File: src/rtl/core/esbm_pkg.sv
// Package for the epipolar SAD best-match block: payload structs, queue entry,
// shared constants. Used by every module under rtl/core.
`default_nettype none
package esbm_pkg;

    localparam int ESBM_COORD_W    = 12;
    localparam int ESBM_PIX_W      = 8;
    localparam int ESBM_COST_W     = 19;
    localparam int ESBM_ADD_W      = 10;
    localparam int ESBM_DISP_W     = 12;
    localparam int ESBM_QUEUE_DEPTH = 4;
    localparam int ESBM_CHAN_MAX   = 765;
    localparam int ESBM_COST_MAX   = 524287;
    localparam int ESBM_DEF_RADIUS = 11;
    localparam int ESBM_DEF_COORD_BITS = 12;
    localparam logic [ESBM_DISP_W-1:0] ESBM_DISP_RESET = 12'd100;

    typedef struct packed {
        logic [ESBM_PIX_W-1:0]   left_blue;
        logic [ESBM_PIX_W-1:0]   left_green;
        logic [ESBM_PIX_W-1:0]   left_red;
        logic [ESBM_PIX_W-1:0]   right_blue;
        logic [ESBM_PIX_W-1:0]   right_green;
        logic [ESBM_PIX_W-1:0]   right_red;
        logic [ESBM_COORD_W-1:0] cand_x;
        logic [ESBM_COORD_W-1:0] cand_y;
        logic [ESBM_COORD_W-1:0] ref_x;
        logic [ESBM_COORD_W-1:0] ref_y;
        logic                    window_end;
        logic                    line_end;
    } t_esbm_in;

    typedef struct packed {
        logic [ESBM_COST_W-1:0]  window_cost;
        logic                    window_kept;
        logic                    line_done;
        logic [ESBM_COORD_W-1:0] best_x;
        logic [ESBM_COORD_W-1:0] best_y;
        logic [ESBM_COST_W-1:0]  best_cost;
        logic                    match_found;
    } t_esbm_out;

    typedef struct packed {
        logic [ESBM_ADD_W-1:0]   add;
        logic                    close;
        logic                    line_end;
        logic                    kept;
        logic [ESBM_COORD_W-1:0] cand_x;
        logic [ESBM_COORD_W-1:0] cand_y;
        logic [ESBM_COORD_W-1:0] ref_x;
        logic [ESBM_COORD_W-1:0] ref_y;
    } t_esbm_work;

    typedef struct packed {
        logic       valid;
        t_esbm_work work;
    } t_esbm_slot;

endpackage
`default_nettype wire

File: src/rtl/core/epipolar_sad_best_match.sv
// Top level of the epipolar SAD best-match block: configuration register,
// front end, work queue and back end. Uses esbm_pkg and the esbm_* modules.
//
// Takes one pixel pair per cycle on the input channel when not stalled, a
// rate set by the combinational saturating accumulate and best-cost compare
// in the back end, and returns one result per closed candidate window
// (window_end or line_end set) via the queue and the result register. A
// four-entry queue between front and back absorbs output stalls.
// max_disparity is written through the configuration channel, which
// is always ready, and must only be changed while the block is idle.
`default_nettype none
module epipolar_sad_best_match #(
    parameter int WINDOW_RADIUS = esbm_pkg::ESBM_DEF_RADIUS,
    parameter int COORD_BITS    = esbm_pkg::ESBM_DEF_COORD_BITS
) (
    input  wire logic                             i_clk,
    input  wire logic                             i_rst_n,
    input  wire logic                             i_cfg_valid,
    output logic                                  o_cfg_ready,
    input  wire logic [esbm_pkg::ESBM_DISP_W-1:0] i_cfg_data,
    input  wire logic                             i_in_valid,
    output logic                                  o_in_stall,
    input  wire esbm_pkg::t_esbm_in               i_in_data,
    output logic                                  o_out_valid,
    input  wire logic                             i_out_stall,
    output esbm_pkg::t_esbm_out                   o_out_data
);
    import esbm_pkg::*;

    logic [ESBM_DISP_W-1:0] r_max_disparity;
    t_esbm_slot             push, head;
    logic                   queue_full, pop;

    assign o_cfg_ready = 1'b1;

    always_ff @(posedge i_clk) begin
        if (!i_rst_n) begin
            r_max_disparity <= ESBM_DISP_RESET;
        end else if (i_cfg_valid && o_cfg_ready) begin
            r_max_disparity <= i_cfg_data;
        end
    end

    esbm_front #(
        .COORD_BITS (COORD_BITS)
    ) u_front (
        .i_clk           (i_clk),
        .i_rst_n         (i_rst_n),
        .i_in_valid      (i_in_valid),
        .o_in_stall      (o_in_stall),
        .i_in_data       (i_in_data),
        .i_max_disparity (r_max_disparity),
        .i_queue_full    (queue_full),
        .o_push          (push)
    );

    esbm_queue u_queue (
        .i_clk   (i_clk),
        .i_rst_n (i_rst_n),
        .i_push  (push),
        .i_pop   (pop),
        .o_full  (queue_full),
        .o_head  (head)
    );

    esbm_back #(
        .WINDOW_RADIUS (WINDOW_RADIUS)
    ) u_back (
        .i_clk       (i_clk),
        .i_rst_n     (i_rst_n),
        .i_head      (head),
        .o_pop       (pop),
        .o_out_valid (o_out_valid),
        .i_out_stall (i_out_stall),
        .o_out_data  (o_out_data)
    );

endmodule
`default_nettype wire

File: src/rtl/core/esbm_front.sv
// Front end: accepts pixel pairs, forms the per-pair channel SAD and the
// disparity decision, and pushes work entries into the queue. Uses esbm_pkg.
`default_nettype none
module esbm_front #(
    parameter int COORD_BITS = esbm_pkg::ESBM_DEF_COORD_BITS
) (
    input  wire logic                                 i_clk,
    input  wire logic                                 i_rst_n,
    input  wire logic                                 i_in_valid,
    output logic                                      o_in_stall,
    input  wire esbm_pkg::t_esbm_in                   i_in_data,
    input  wire logic [esbm_pkg::ESBM_DISP_W-1:0]     i_max_disparity,
    input  wire logic                                 i_queue_full,
    output esbm_pkg::t_esbm_slot                      o_push
);
    import esbm_pkg::*;

    localparam logic [ESBM_COORD_W-1:0] CoordMask = (COORD_BITS >= ESBM_COORD_W) ?
        {ESBM_COORD_W{1'b1}} : ESBM_COORD_W'((1 << COORD_BITS) - 1);

    function automatic logic [ESBM_PIX_W-1:0] abs_diff(
        input logic [ESBM_PIX_W-1:0] a,
        input logic [ESBM_PIX_W-1:0] b
    );
        abs_diff = (a > b) ? a - b : b - a;
    endfunction

    logic [ESBM_COORD_W-1:0] cx, cy, rx, ry, disp;
    logic [ESBM_ADD_W-1:0]   add;

    always_comb begin
        cx   = i_in_data.cand_x & CoordMask;
        cy   = i_in_data.cand_y & CoordMask;
        rx   = i_in_data.ref_x & CoordMask;
        ry   = i_in_data.ref_y & CoordMask;
        disp = (cx > rx) ? cx - rx : rx - cx;
        add  = ESBM_ADD_W'(abs_diff(i_in_data.left_blue, i_in_data.right_blue))
             + ESBM_ADD_W'(abs_diff(i_in_data.left_green, i_in_data.right_green))
             + ESBM_ADD_W'(abs_diff(i_in_data.left_red, i_in_data.right_red));
    end

    assign o_in_stall = i_queue_full || !i_rst_n;

    always_comb begin
        o_push.valid         = i_in_valid && !i_queue_full && i_rst_n;
        o_push.work.add      = add;
        o_push.work.close    = i_in_data.window_end || i_in_data.line_end;
        o_push.work.line_end = i_in_data.line_end;
        o_push.work.kept     = (disp <= i_max_disparity);
        o_push.work.cand_x   = cx;
        o_push.work.cand_y   = cy;
        o_push.work.ref_x    = rx;
        o_push.work.ref_y    = ry;
    end

`ifndef SYNTHESIS
    a_no_push_full: assert property (@(posedge i_clk) disable iff (!i_rst_n)
        i_queue_full |-> !o_push.valid)
        else $error("push into full queue");
    a_stall_follows_full: assert property (@(posedge i_clk) disable iff (!i_rst_n)
        o_in_stall == i_queue_full)
        else $error("stall out of step with queue");
    a_close_on_line_end: assert property (@(posedge i_clk) disable iff (!i_rst_n)
        (o_push.valid && o_push.work.line_end) |-> o_push.work.close)
        else $error("line end entry not closing");
`endif

endmodule
`default_nettype wire

File: src/rtl/core/esbm_queue.sv
// Short queue of work entries between front end and back end.
// Register-based ring of esbm_pkg::ESBM_QUEUE_DEPTH entries. Uses esbm_pkg.
`default_nettype none
module esbm_queue (
    input  wire logic                 i_clk,
    input  wire logic                 i_rst_n,
    input  wire esbm_pkg::t_esbm_slot i_push,
    input  wire logic                 i_pop,
    output logic                      o_full,
    output esbm_pkg::t_esbm_slot      o_head
);
    import esbm_pkg::*;

    localparam int PtrW = $clog2(ESBM_QUEUE_DEPTH);
    localparam int CntW = $clog2(ESBM_QUEUE_DEPTH + 1);

    t_esbm_work            r_mem [ESBM_QUEUE_DEPTH];
    logic [PtrW-1:0]       r_wr_ptr, r_rd_ptr;
    logic [CntW-1:0]       r_count, n_count;

    always_comb begin
        n_count = r_count;
        if (i_push.valid && !i_pop) begin
            n_count = r_count + CntW'(1);
        end else if (!i_push.valid && i_pop) begin
            n_count = r_count - CntW'(1);
        end
    end

    always_ff @(posedge i_clk) begin
        if (!i_rst_n) begin
            r_wr_ptr <= '0;
            r_rd_ptr <= '0;
            r_count  <= '0;
        end else begin
            if (i_push.valid) begin
                r_wr_ptr <= r_wr_ptr + PtrW'(1);
            end
            if (i_pop) begin
                r_rd_ptr <= r_rd_ptr + PtrW'(1);
            end
            r_count <= n_count;
        end
    end

    always_ff @(posedge i_clk) begin
        if (i_push.valid) begin
            r_mem[r_wr_ptr] <= i_push.work;
        end
    end

    assign o_full       = (r_count == CntW'(ESBM_QUEUE_DEPTH));
    assign o_head.valid = (r_count != '0);
    assign o_head.work  = r_mem[r_rd_ptr];

`ifndef SYNTHESIS
    a_count_bound: assert property (@(posedge i_clk) disable iff (!i_rst_n)
        r_count <= CntW'(ESBM_QUEUE_DEPTH))
        else $error("queue count overflow");
    a_pop_nonempty: assert property (@(posedge i_clk) disable iff (!i_rst_n)
        i_pop |-> o_head.valid)
        else $error("pop from empty queue");
    a_ptr_gap: assert property (@(posedge i_clk) disable iff (!i_rst_n)
        PtrW'(r_wr_ptr - r_rd_ptr) == PtrW'(r_count))
        else $error("queue pointers disagree with count");
`endif

endmodule
`default_nettype wire

File: src/rtl/core/esbm_back.sv
// Back end: saturating window accumulator, best-candidate tracking and the
// result register. Consumes queue entries. Uses esbm_pkg.
`default_nettype none
module esbm_back #(
    parameter int WINDOW_RADIUS = esbm_pkg::ESBM_DEF_RADIUS
) (
    input  wire logic                 i_clk,
    input  wire logic                 i_rst_n,
    input  wire esbm_pkg::t_esbm_slot i_head,
    output logic                      o_pop,
    output logic                      o_out_valid,
    input  wire logic                 i_out_stall,
    output esbm_pkg::t_esbm_out       o_out_data
);
    import esbm_pkg::*;

    localparam longint WinSide  = 2 * WINDOW_RADIUS + 1;
    localparam longint WinFull  = WinSide * WinSide * ESBM_CHAN_MAX;
    localparam logic [ESBM_COST_W-1:0] CostLimit = (WinFull > ESBM_COST_MAX) ?
        {ESBM_COST_W{1'b1}} : ESBM_COST_W'(WinFull);

    logic [ESBM_COST_W-1:0]  r_window_sum, n_window_sum;
    logic [ESBM_COST_W-1:0]  r_lowest_cost, n_lowest_cost;
    logic [ESBM_COORD_W-1:0] r_lowest_x, n_lowest_x;
    logic [ESBM_COORD_W-1:0] r_lowest_y, n_lowest_y;
    logic                    r_any_kept, n_any_kept;
    logic                    r_out_valid, n_out_valid;
    t_esbm_out               r_out_data, n_out_data;

    logic [ESBM_COST_W:0]    sum_wide;
    logic [ESBM_COST_W-1:0]  sum_sat, cost;
    logic                    out_free, take_best;
    t_esbm_work              w;

    always_comb begin
        w        = i_head.work;
        out_free = !r_out_valid || !i_out_stall;
        o_pop    = i_head.valid && (!w.close || out_free);

        sum_wide = {1'b0, r_window_sum} + (ESBM_COST_W + 1)'(w.add);
        sum_sat  = (sum_wide > (ESBM_COST_W + 1)'(CostLimit)) ?
                   CostLimit : sum_wide[ESBM_COST_W-1:0];
        cost      = w.kept ? sum_sat : '0;
        take_best = w.kept && (!r_any_kept || cost < r_lowest_cost);

        n_window_sum  = r_window_sum;
        n_lowest_cost = r_lowest_cost;
        n_lowest_x    = r_lowest_x;
        n_lowest_y    = r_lowest_y;
        n_any_kept    = r_any_kept;
        n_out_valid   = r_out_valid && i_out_stall;
        n_out_data    = r_out_data;

        if (o_pop) begin
            if (!w.close) begin
                n_window_sum = sum_sat;
            end else begin
                n_window_sum = '0;
                if (take_best) begin
                    n_lowest_cost = cost;
                    n_lowest_x    = w.cand_x;
                    n_lowest_y    = w.cand_y;
                    n_any_kept    = 1'b1;
                end
                n_out_valid            = 1'b1;
                n_out_data.window_cost = cost;
                n_out_data.window_kept = w.kept;
                n_out_data.line_done   = w.line_end;
                n_out_data.best_x      = n_any_kept ? n_lowest_x : w.ref_x;
                n_out_data.best_y      = n_any_kept ? n_lowest_y : w.ref_y;
                n_out_data.best_cost   = n_any_kept ? n_lowest_cost : '0;
                n_out_data.match_found = n_any_kept;
                if (w.line_end) begin
                    n_lowest_cost = '0;
                    n_lowest_x    = '0;
                    n_lowest_y    = '0;
                    n_any_kept    = 1'b0;
                end
            end
        end
    end

    always_ff @(posedge i_clk) begin
        if (!i_rst_n) begin
            r_window_sum  <= '0;
            r_lowest_cost <= '0;
            r_lowest_x    <= '0;
            r_lowest_y    <= '0;
            r_any_kept    <= 1'b0;
            r_out_valid   <= 1'b0;
        end else begin
            r_window_sum  <= n_window_sum;
            r_lowest_cost <= n_lowest_cost;
            r_lowest_x    <= n_lowest_x;
            r_lowest_y    <= n_lowest_y;
            r_any_kept    <= n_any_kept;
            r_out_valid   <= n_out_valid;
        end
    end

    always_ff @(posedge i_clk) begin
        r_out_data <= n_out_data;
    end

    assign o_out_valid = r_out_valid;
    assign o_out_data  = r_out_data;

`ifndef SYNTHESIS
    a_sum_capped: assert property (@(posedge i_clk) disable iff (!i_rst_n)
        r_window_sum <= CostLimit)
        else $error("window sum above limit");
    a_skip_zero: assert property (@(posedge i_clk) disable iff (!i_rst_n)
        (r_out_valid && !r_out_data.window_kept) |-> (r_out_data.window_cost == '0))
        else $error("skipped window with nonzero cost");
    a_no_match_zero: assert property (@(posedge i_clk) disable iff (!i_rst_n)
        (r_out_valid && !r_out_data.match_found) |-> (r_out_data.best_cost == '0))
        else $error("best cost without match");
    a_line_clears: assert property (@(posedge i_clk) disable iff (!i_rst_n)
        (o_pop && w.close && w.line_end) |=> (!r_any_kept && r_window_sum == '0))
        else $error("line end did not clear state");
`endif

endmodule
`default_nettype wire

File: config.mk
export PLATFORM = sky130hd
export DESIGN_NAME = epipolar_sad_best_match
export DESIGN_NICKNAME = d
export VERILOG_FILES = /design/src/rtl/core/esbm_pkg.sv /design/src/rtl/core/epipolar_sad_best_match.sv /design/src/rtl/core/esbm_front.sv /design/src/rtl/core/esbm_queue.sv /design/src/rtl/core/esbm_back.sv
export SDC_FILE = /design/constraint.sdc
export NUM_CORES = 1
export LEC_CHECK = 0
export ABC_AREA = 0
export BUFFER_PORTS_ARGS = -buffer_cell sky130_fd_sc_hd__buf_2
export CAP_MARGIN = 20
export CORE_AREA = 3 3 246 175
export CTS_CLUSTER_DIAMETER = 150
export CTS_CLUSTER_SIZE = 20
export DETAILED_ROUTE_END_ITERATION = 8
export DIE_AREA = 0 0 249 178
export HOLD_SLACK_MARGIN = 0.15
export PLACE_DENSITY_LB_ADDON = 0.2
export SYNTH_ARGS = -nofsm -noshare
export SYNTH_HDL_FRONTEND = slang
export SYNTH_SLANG_ARGS = --single-unit
export TNS_END_PERCENT = 20
File: constraint.sdc
create_clock -name i_clk -period 8.68 [get_ports i_clk]
set_input_delay 0.868 -clock i_clk [delete_from_list [all_inputs] [get_ports i_clk]]
set_output_delay 0.868 -clock i_clk [all_outputs]
set_load 0.02 [all_outputs]
==> Yosys cells after proc, flatten, opt, wreduce, memory -nomap -nowiden <==
Memory sizes are Yosys's and may differ from the RTL's. A register that Yosys moved wholly into a read port is not among the register bits.
Index checks and enable logic that the tools add are counted.
W data, S select, Z words.
{ "totals": {"ff_bits": 148, "latchBits": 0, "mem_bits_rw": 244, "mem_bits_ro": 0, "input_bits": 115, "output_inout_bits": 68, "wordCells": 91, "n_memories": 1} }
{ "mem_list": {"columns": ["name", "depth", "width", "rd", "rd_clocked_by_memory_dff", "wr", "line", "rtl"], "rows": [
  ["u_queue.r_mem", 4, 61, 1, 1, 1, "esbm_queue.sv:17", "t_esbm_work r_mem [ESBM_QUEUE_DEPTH];"]
]} }
{ "op_classes": {"add_sub_neg": 15, "mul": 0, "div_mod_pow": 0, "magnitude_cmp": 7, "n_eq_ne": 1, "n_shift": 0, "muxes": 27, "bitwise": 0, "n_reduce_logical": 23} }
{ "op_table": {"columns": ["op", "n"], "rows": [
  ["$mux W19", 5],
  ["$mux W12", 7],
  ["$sub A8 B8 Y8", 6],
  ["$gt A8 B8 Y1", 3],
  ["$mux W8", 3],
  ["$sub A12 B12 Y12", 2],
  ["$add A19 B10 Y20", 1],
  ["$gt A20 B19 Y1 const B", 1],
  ["$lt A19 B19 Y1", 1],
  ["$gt A12 B12 Y1", 1],
  ["$le A12 B12 Y1", 1],
  ["$add A10 B8 Y10", 1],
  ["$add A8 B8 Y9", 1],
  ["$logic_not A1 Y1", 8],
  ["$mux W1", 8],
  ["$logic_and A1 B1 Y1", 7],
  ["$mux W3", 2],
  ["$logic_or A1 B1 Y1", 5],
  ["$add A2 B1 Y2 const B", 2],
  ["$mux W2", 2],
  ["$add A3 B1 Y3 const B", 1],
  ["$eq A3 B3 Y1 const B", 1],
  ["$reduce_bool A3 Y1", 1],
  ["$sub A3 B1 Y3 const B", 1],
  ["other kinds (2)", 2]
]} }

==> Depth between registers and ports, before layout <==
Gate-level depths: netlist (run 1).
{ "logic_depth": {"ltp_word": 11, "mapped_depth": 28, "ltp_nobuf": 22} }

==> Modules after synthesis <==
Synthesis (run 1) repeated with hierarchy kept, for this count alone.
{ "unflattened": {"cells_unflattened": 1652, "area_unflattened_um2": 20930.1} }
{ "by_module_without_submodules": {"columns": ["mod", "instances", "cells_per_inst", "area_each_um2", "seq_area_each_um2"], "rows": [
  ["esbm_queue", 1, 362, 9316.4, 7507.2],
  ["esbm_back", 1, 700, 7060.5, 3233.1],
  ["esbm_front", 1, 550, 4098.9, 0.0],
  ["epipolar_sad_best_match", 1, 40, 454.2, 240.2]
]} }

==> Worst setup path after synthesis (run 1) <==
No wires, ideal clock.
{ "synth_path": {"path_kind": "reg2reg", "from": "register with a tool-made name", "to": "register u_back.r_out_data (netlist bit u_back.o_out_data[11]) (data pin)", "setup_time_ns": 0.267, "arrival_time_ns": 7.582, "required_time_ns": 8.413, "setup_slack_ns": 0.831, "path_stages_with_launch": 27, "n_path_buf": 5, "period_less_slack_ns": 7.849, "cell_sequence": "dfxtp_1 clkbuf_1 buf_1 buf_1 mux4_2 ha_1 fa_1 a21oi_1 o221ai_2 a31oi_2 or2_2 a41oi_1 a211oi_2 a21oi_1 buf_2 and3_1 ha_1 a211o_1 a21oi_1 o21ai_1 a211oi_1 o21ai_0 or3b_2 a2111oi_4 nor2_4 buf_2 mux2i_1"} }
{ "synth_lines": {"columns": ["item", "line", "rtl"], "rows": [
  ["end signal: assignment", "esbm_back.sv:102", "r_out_data <= n_out_data;"],
  ["end: declaration", "esbm_back.sv:28", "t_esbm_out r_out_data, n_out_data;"]
]} }

==> results of run 1 <==
## power breakdown
part	switching, mW	internal [mW]	leakage, nW
sequential	0.130	2.61	3.53
combinational	2.20	1.26	4.82
clock	0.593	0.504	0.308
total	2.92	4.38	8.66
## metrics by stage
stage	power [mW]	hold WS [ns]	worst slack (ns)	utilization (%)
finish	7.303	0.4746	0.9778	55.01
global route	7.779	0.4910	0.4769	55.01
CTS	7.341	0.4752	0.9810	54.98
detailed placement	6.243	0.4640	1.034	53.39
global placement	6.189	0.4559	1.212	53.39
floorplan	5.244	0.4453	0.8305	-
## cell families after synthesis
logic type,after synthesis
other,1
xor gates and xnor gates,57
muxes,112
and+or+nand+nor,379
AOI/OAI and AO/OA,333
adders and majority gates,141
buffers and inverters,219
DFF,394
## per-layer routing
layer / global-route usage, % / wire length [microns]
met1: 30.73 / 22000
met5: 0 / 13
met4: 3.328 / 556
met3: 3.017 / 2836
met2: 32.13 / 20870
## critical path, stage by stage (launching register included)
cell	delay [ns]
dfxtp_4	0.51
mux4_2	0.55
ha_1	0.24
fa_1	0.44
a21oi_1	0.19
o221ai_2	0.16
a31oi_2	0.44
o31a_1	0.18
a2bb2oi_1	0.26
a211oi_2	0.11
buf_4	0.18
a21oi_1	0.34
buf_4	0.34
nand2_1	0.11
nor2_1	0.17
ha_1	0.27
a211o_1	0.29
o211ai_1	0.10
a21oi_1	0.10
a211oi_1	0.21
o21ai_0	0.15
or3b_2	0.52
a2111o_1	0.67
a21o_1	0.61
a32o_1	0.44
## layout make-up
class,instances,area [sq um],share of cell area [%]
Clock inverter,1,8.758,0.03895
Antenna cell,2,5.005,0.02225
Multi-Input combinational cell,1023,8547,38.00
Inverter,147,551.8,2.454
Tap cell,544,680.7,3.027
Clock buffer,40,639.4,2.843
Sequential cell,394,10990,48.85
Timing Repair Buffer,203,1071,4.762
## synthesized netlist by cell type, types with 5 or more instances
| master | count |
|---|---|
| and2_1 | 18 |
| mux4_2 | 60 |
| xor2_1 | 13 |
| a32o_1 | 29 |
| o21bai_1 | 11 |
| clkbuf_1 | 54 |
| a32oi_1 | 7 |
| a211oi_1 | 5 |
| o221ai_1 | 5 |
| nand2_1 | 97 |
| or2_2 | 6 |
| o31ai_1 | 5 |
| fa_1 | 12 |
| a311oi_1 | 5 |
| mux2_2 | 8 |
| a21oi_1 | 53 |
| nor2_1 | 63 |
| ha_1 | 129 |
| inv_1 | 147 |
| and3_1 | 17 |
| mux2i_1 | 43 |
| a211o_1 | 7 |
| xnor2_1 | 44 |
| o211ai_1 | 12 |
| o21ai_1 | 5 |
| a21o_1 | 34 |
| nand4_1 | 38 |
| nor2b_1 | 26 |
| o21ai_0 | 68 |
| a31oi_1 | 11 |
| buf_1 | 5 |
| nand3_1 | 50 |
| edfxtp_1 | 309 |
| nor3_1 | 15 |
| dfxtp_1 | 85 |
| buf_2 | 7 |
| o22ai_1 | 17 |
| nand2b_1 | 32 |
| a21boi_0 | 13 |
## worst paths after layout
kind | start | endpoint | slack (ns) | depth (start not counted)
max | register | u_back.r_lowest_y[11] | 0.98 | 24
min | u_back.r_window_sum[6] | u_back.r_window_sum[6] | 0.47 | 2
max reg2reg | register | u_back.r_lowest_y[11] | 0.98 | 24
min reg2reg | u_back.r_window_sum[6] | u_back.r_window_sum[6] | 0.47 | 2
## sequential cells by signal (all words and copies together) (netlist names), named ones only
name / flops
u_queue.r_mem: 244
u_back.o_out_data: 65
u_back.r_lowest_cost: 19
u_back.r_window_sum: 19
r_max_disparity: 12
u_back.r_lowest_x: 12
u_back.r_lowest_y: 12
u_queue.r_count: 3
u_queue.r_rd_ptr: 2
u_queue.r_wr_ptr: 2
u_back.o_out_valid: 1
u_back.r_any_kept: 1
==> flow_summary.ini, run 1 <==
[status]
status = finished clean

[final_layout]
design_area_sq_mm = 0.02249
fillCellCount = 3413
num-nets-final = 2048
mostFrequentLayoutCell = edfxtp_1
layout_common_cells = edfxtp_1, buf_2, inv_1, ha_1, nand2_1
area_delta_synth_final_pct = 10.36
final_cells = 2354
layout-drive-gt1-share_pct = 18.14

[cts]
clk_pin_slew_ns = 0.08
cts_hold_buf = 0
clockRootBuffer = clkbuf_16
postCtsSetupBuffers = 0
clock-sinks = 394
cts_tree = done
numCtsBuffers = 23
clk_latency_ns = 0.55
clockBufferDepth = 3
postCtsResizedCells = 0
htree_num_levels = 1

[die]
rows = 62
io_pins = 183
dieArea_sq_mm = 0.04432
die_w_microns = 249
fp.coreArea_sq_mm = 0.04088
fp.dieH_microns = 178
start_util_pct = 49.85

[synth]
synth.area.top_cells = edfxtp_1, dfxtp_1, ha_1
synth_compound_area_share_pct = 11.63
synthAdderAreaFrac_pct = 9.099
ys_types = 78
ys_warn_count = 0
synthMuxAreaShare_pct = 9.240
synth_seq_cells = 394
synthCells = 1636
synth.cell_area_sq_mm = 0.02038
postSynth.asyncResetShare_pct = 0
synth_top_family_by_area = compound AO/OA/AOI/OAI gates
synth_xor_area_share_pct = 2.450
syn-mean-instance-area_sq_um = 12.46
synth_top_area_cell = edfxtp_1
yosysSeqAreaShare_pct = 53.88
synth-simple-area-share_pct = 9.455
syn_nets = 1892
synth_top_area_share_pct = 45.53
synth_flop_cell = edfxtp_1
synth_edf_count = 309

[global_route]
grt_pass1_vias = 13130
grt_pass1_wl_microns = 72660
grt_max_degree = 73
grtUsageTotal_pct = 20.42
antenna_found_initial = 4
grt-ovfl-total = 0

[routing]
wire_per_inst_microns = 19.66
drc_errors = 0
drt_pass1_iterations = 6
detail-route-antenna-nets = 0
viasPerCell = 5.754
drt_iter0_drc = 1399
vias = 13550
wirelength_microns = 46270

[sta]
min_period_ns = 7.702
relSlewSlack_pct = 31.55
setup_viol = 0
fmax_ghz = 0.1298
tns_ns = 0
rsz0062_at_grt = no
slew_viol_final = 0
period_share_pct = 88.74
fin_skew_ns = 0.01333
worst_pin_slew_ns = 1.027
hold_viol = 0

[place]
io_buffers = 181
gp_congestion = 0.9100
post-dp-hpwl_microns = 32390
placed_cell_area_sq_mm = 0.02183
dpl.cell_count = 2310

[setup_path]
worstPathArrival_ns = 8.13
end_kind = register
cp-start-kind = register
worstSetupPathType = reg -> reg
required_ns = 9.11
path_max_fanout = 28

[job]
cap_viol_max_count = 0

[power]
p_leak_nw = 8.660
pwr_density_cell_mw_per_mm2 = 324.7
peakVddDrop_mv = 0.1934

[worst_hold_path]
hold_class = reg -> reg
No activity file was read; power rests on OpenSTA's default activity.
==> run 2, diff against run 1 <==
--- a/config.mk
+++ b/config.mk
@@ -8,11 +8,11 @@
 export ABC_AREA = 0
 export BUFFER_PORTS_ARGS = -buffer_cell sky130_fd_sc_hd__buf_2
 export CAP_MARGIN = 20
-export CORE_AREA = 3 3 246 175
+export CORE_AREA = 3 3 225 161
 export CTS_CLUSTER_DIAMETER = 150
 export CTS_CLUSTER_SIZE = 20
 export DETAILED_ROUTE_END_ITERATION = 8
-export DIE_AREA = 0 0 249 178
+export DIE_AREA = 0 0 228 164
 export HOLD_SLACK_MARGIN = 0.15
 export PLACE_DENSITY_LB_ADDON = 0.2
 export SYNTH_ARGS = -nofsm -noshare
==> run 2 against run 1 <==
Worst hold slack better by 0.0046 ns. Via count is 0.64% higher. Die area is 16% lower. Fmax is 0.76% higher. Final area is 0.49% lower. Setup slack better by 0.058 ns. Combinational power hardly changed. First-iteration DRC count is 14% lower. Highest routed layer unchanged.
==> flow_summary.ini, run 2 (same netlist as run 1, synthesis figures left out) <==
[cts]
postCtsSetupBuffers = 0
clockRootBuffer = clkbuf_16
clock-sinks = 394
clockBufferDepth = 3
numCtsBuffers = 23
clk_pin_slew_ns = 0.09
clk_latency_ns = 0.53
htree_num_levels = 1
cts_hold_buf = 0
postCtsResizedCells = 0
cts_tree = done

[final_layout]
area_delta_synth_final_pct = 9.818
layout-drive-gt1-share_pct = 18.01
largest_reg_flops = 244
ff_latch_area_sq_mm = 0.01099
num-nets-final = 2045
fillCellCount = 2589
mostFrequentLayoutCell = edfxtp_1
top_register = u_queue.r_mem
multi_input_area_sq_mm = 0.008547
layout_common_cells = edfxtp_1, buf_2, inv_1, ha_1, nand2_1

[routing]
wire_per_inst_microns = 19.83
drt_iter0_drc = 1199
drt_pass1_iterations = 5
wirelength_microns = 45210
viasPerCell = 5.979
vias = 13630
drc_errors = 0
detail-route-antenna-nets = 0

[global_route]
grt_pass1_vias = 13370
grtUsageTotal_pct = 23.90
grt_pass1_wl_microns = 71820
antenna_found_initial = 3
grt-ovfl-total = 0
grt_max_degree = 86

[die]
io_pins = 183
rows = 57
die_w_microns = 228
fp.dieH_microns = 164
start_util_pct = 59.28
dieArea_sq_mm = 0.03739
fp.coreArea_sq_mm = 0.03438

[power]
peakVddDrop_mv = 0.2060
power.total_mw = 7.280
pwr_density_cell_mw_per_mm2 = 325.3
p_leak_nw = 8.644

[setup_path]
worstSetupPathType = reg -> reg
endpoint = u_back.r_lowest_x[3]
cp_cell_sequence = mux4_2, ha_1, fa_1, a21oi_1, o221ai_2, a31oi_2, or2_2, a41oi_1, a211oi_2, a21oi_1, buf_4, and3_1, ha_1, a211o_1, a21oi_1, o21ai_1, a211oi_1, o21ai_0, or3b_2, a2111o_1, buf_4, a21o_1, a32o_1
cp.depth = 23
crit_family = compound AO/OA/AOI/OAI gates
cp-start-kind = register
r2r_slack_ns = 1.04
crit_buf_inv = 2
path_max_fanout = 30
slowest_delay_ns = 0.61
rr_endpoint = u_back.r_lowest_x[3]
end_kind = register
cp_common_cell = a21oi_1
r2r_cells = 23
crit_slowest_cell = a211oi_2
worstPathArrival_ns = 8.07
required_ns = 9.10

[place]
io_buffers = 181
gp_congestion = 0.9315
post-dp-hpwl_microns = 31630

[sta]
relSlewSlack_pct = 28.17
hold_ws_ns = 0.4792
hold_viol = 0
rsz0062_at_grt = no
period_share_pct = 88.07
fin_skew_ns = 0.01616
min_period_ns = 7.644
tns_ns = 0
slew_viol_final = 0
worst_pin_slew_ns = 1.078
setup_viol = 0
fmax_ghz = 0.1308

[job]
cap_viol_max_count = 0

[worst_hold_path]
hold_depth = 2
hold_class = reg -> reg

[status]
status = finished clean
run 2: area by class of cell:
| type | instances | area share (%) |
|---|---|---|
| well taps | 472 | 2.639 |
| clock buffers | 40 | 2.857 |
| clock inverters | 1 | 0.03914 |
| multi-input cells | 1023 | 38.19 |
| repair buffers | 200 | 4.685 |
| inverters | 147 | 2.466 |
| diodes | 3 | 0.03355 |
| flip-flops and latches | 394 | 49.09 |
run 2: power breakdown:
group          switching, mW  internal [mW]  total [mW]  leakage [nW]
sequential             0.138           2.61        2.75          3.53
clock                  0.575          0.504        1.08         0.308
combinational           2.20           1.25        3.45          4.81
run 2: how the worst min path moves through the flow:
stage	startpoint	to	slack [ns]
finish	u_back.r_lowest_cost[2]	u_back.r_lowest_cost[2]	0.48
global route	u_back.r_lowest_cost[2]	u_back.r_lowest_cost[2]	0.50
CTS	u_back.r_lowest_cost[2]	u_back.r_lowest_cost[2]	0.48
detailed placement	u_back.r_lowest_cost[2]	u_back.r_lowest_cost[2]	0.46
global placement	u_back.r_lowest_cost[1]	u_back.r_lowest_cost[1]	0.46
floorplan	u_back.r_window_sum[6]	u_back.r_window_sum[6]	0.45
run 2: per-layer routing:
layer	routed length (microns)	global-route usage [%]	share of wire [%]	up-vias
met4	1022	6.021	2.3	2
met1	20780	35.41	46	6593
met2	20200	37.40	45	533
met5	7	0	0.015	-
li1	-	-	-	6432
met3	3205	3.710	7.1	73
run 2: through the flow:
step,utilization [%],cells,area [sq um],worst slack [ns]
finish,65.10,2280,22380,1.036
CTS,65.08,2277,22370,1.157
global placement,63.19,2236,21720,1.352
detailed placement,63.19,2236,21720,1.173
global route,65.09,2279,22380,0.5652
floorplan,-,1636,20380,0.8305
run 2: tightest hold or removal path: cells and delay by family, from the launching register on:
| family | cells | cell delay (ns) |
|---|---|---|
| simple gates | 1 | 0.05 |
| compound gates | 1 | 0.05 |
| flops | 1 | 0.33 |
==> run 3, diff against run 2 <==
==> constraint.sdc (replaced) <==
create_clock -name i_clk -period 9 [get_ports i_clk]
set_input_delay 0.9 -clock i_clk [delete_from_list [all_inputs] [get_ports i_clk]]
set_output_delay 0.9 -clock i_clk [all_outputs]
set_load 0.02 [all_outputs]
==> run 3 against run 2 <==
Die area unchanged. Core utilization up 0.073 points. Non-clock buffer count up 1. Routed wire length down 0.82%. Combinational power down 3%. Critical path type unchanged.
==> flow_summary.ini, run 3 (same netlist as run 1, synthesis figures left out) <==
[power]
switchingPower_mw = 2.826
internal_power_mw = 4.233
pwr_density_cell_mw_per_mm2 = 315.0
p_seq_share_pct = 37.7
peakVddDrop_mv = 0.2047
power.total_mw = 7.058
p_leak_nw = 8.658
swShare_pct = 40.03
pwr-share-clk_pct = 14.9
p_comb_share_pct = 47.5

[final_layout]
layout_common_cells = edfxtp_1, buf_2, inv_1, ha_1, nand2_1
top_register = u_queue.r_mem
final_cells = 2280
layout-drive-gt1-share_pct = 18.05
fillCellCount = 2631
largest_reg_flops = 244
num-nets-final = 2046
mostFrequentLayoutCell = edfxtp_1
area_delta_synth_final_pct = 9.941

[setup_path]
cp_common_cell = a21oi_1
worstSetupPathType = reg -> reg
crit_slowest_cell = dfxtp_4
slowest_delay_ns = 0.61
end_kind = register
r2r_cells = 23
cp-start-kind = register
required_ns = 9.42
path_max_fanout = 28
rr_endpoint = u_back.r_lowest_x[6]
endpoint = u_back.r_lowest_x[6]
r2r_slack_ns = 1.13
worstPathArrival_ns = 8.30
cp_cell_sequence = mux4_2, ha_1, fa_1, a21oi_1, o221ai_2, a31oi_2, or2_2, a41oi_1, a211oi_2, a21oi_1, buf_4, and3_1, ha_1, a211o_1, a21oi_1, o21ai_1, a211oi_1, o21ai_0, or3b_2, a2111o_1, buf_16, a21o_1, a32o_1

[die]
start_util_pct = 59.28
die_w_microns = 228
fp.dieH_microns = 164
rows = 57
fp.coreArea_sq_mm = 0.03438
dieArea_sq_mm = 0.03739
io_pins = 183

[cts]
clock-sinks = 394
postCtsResizedCells = 0
cts_tree = done
clockRootBuffer = clkbuf_16
clockBufferDepth = 3
numCtsBuffers = 23
clk_pin_slew_ns = 0.09
cts_hold_buf = 0
htree_num_levels = 1
postCtsSetupBuffers = 0
clk_latency_ns = 0.55

[global_route]
grt-ovfl-total = 0
grtUsageTotal_pct = 23.52
grt_pass1_vias = 13240
antenna_found_initial = 3
grt_pass1_wl_microns = 71090
grt_max_degree = 88

[routing]
wirelength_microns = 44840
detail-route-antenna-nets = 0
drc_errors = 0
wire_per_inst_microns = 19.67
drt_iter0_drc = 1287
drt_pass1_iterations = 7
viasPerCell = 5.988
vias = 13650

[sta]
min_period_ns = 7.874
hold_viol = 0
fmax_ghz = 0.1270
rsz0062_at_grt = no
period_share_pct = 87.48
relSlewSlack_pct = 30.18
fin_skew_ns = 0.02761
setup_viol = 0
slew_viol_final = 0
tns_ns = 0
hold_ws_ns = 0.4795
worst_pin_slew_ns = 1.045

[job]
cap_viol_max_count = 0

[place]
io_buffers = 181
gp_congestion = 0.9244
dpl.cell_count = 2236
post-dp-hpwl_microns = 30820

[worst_hold_path]
hold_class = reg -> reg

[status]
status = finished clean
==> run 3: changes by cell type in the layout (fill, tap and decap cells not counted), sizes merged <==
cell / before / now
diode: 3 / 2
buf: 200 / 201
==> run 3: per-stage QoR <==
step	util (%)	setup slack (ns)	cell area (sq um)
5_1_grt	65.17	0.6458	22400
6_report	65.17	1.126	22400
3_5_place_dp	63.19	0.9217	21720
3_3_place_gp	63.19	1.119	21720
4_1_cts	65.08	0.8894	22370
2_1_floorplan	-	1.151	20380
==> run 3: metal layers <==
layer | up-vias | share of wire, % | track usage [%]
met5 | - | 0.016 | 0
met4 | 2 | 1.5 | 4.358
met3 | 50 | 6.5 | 3.311
met2 | 498 | 45 | 37.27
met1 | 6682 | 47 | 35.31
li1 | 6420 | - | -
==> run 3: layout make-up <==
class	count	area, sq um	share of cell area, %
Clock buffer	40	639.4	2.854
Antenna cell	2	5.005	0.02234
Tap cell	472	590.6	2.636
Sequential cell	394	10990	49.03
Inverter	147	551.8	2.463
Multi-Input combinational cell	1023	8547	38.15
Clock inverter	1	8.758	0.03909
Timing Repair Buffer	201	1076	4.803
==> run 3: worst min path at each step <==
stage                                  start                       end  slack, ns  cells past startpoint
detailed placement   u_back.r_lowest_cost[3]   u_back.r_lowest_cost[3]       0.46                      2
global route        u_back.r_lowest_cost[10]  u_back.r_lowest_cost[10]       0.49                      2
finish               u_back.r_lowest_cost[3]   u_back.r_lowest_cost[3]       0.48                      2
global placement    u_back.r_lowest_cost[10]  u_back.r_lowest_cost[10]       0.46                      2
floorplan             u_back.r_window_sum[6]    u_back.r_window_sum[6]       0.45                      2
CTS                  u_back.r_lowest_cost[3]   u_back.r_lowest_cost[3]       0.48                      2
==> run 3: worst max-delay path: cells and delay by family, from the launching register on <==
kind | cells | cell delay, ns
AND/OR/NAND/NOR | 3 | 0.97
multiplexers | 1 | 0.57
buffers and inverters | 2 | 0.47
adder cells (fa/ha/maj) | 3 | 1.00
flip-flops | 1 | 0.61
AO/OA/AOI/OAI | 14 | 4.11
==> run 3: power by group through the flow <==
| stage | clock (mW) | sequential (mW) | combinational (mW) |
|---|---|---|---|
| after floorplan | 0 | 2.85 | 2.21 |
| after global placement | 0 | 2.70 | 3.22 |
| after detailed placement | 0 | 2.70 | 3.29 |
| after CTS | 1.07 | 2.66 | 3.31 |
| after global routing | 1.13 | 2.69 | 3.66 |
| final | 1.05 | 2.66 | 3.35 |
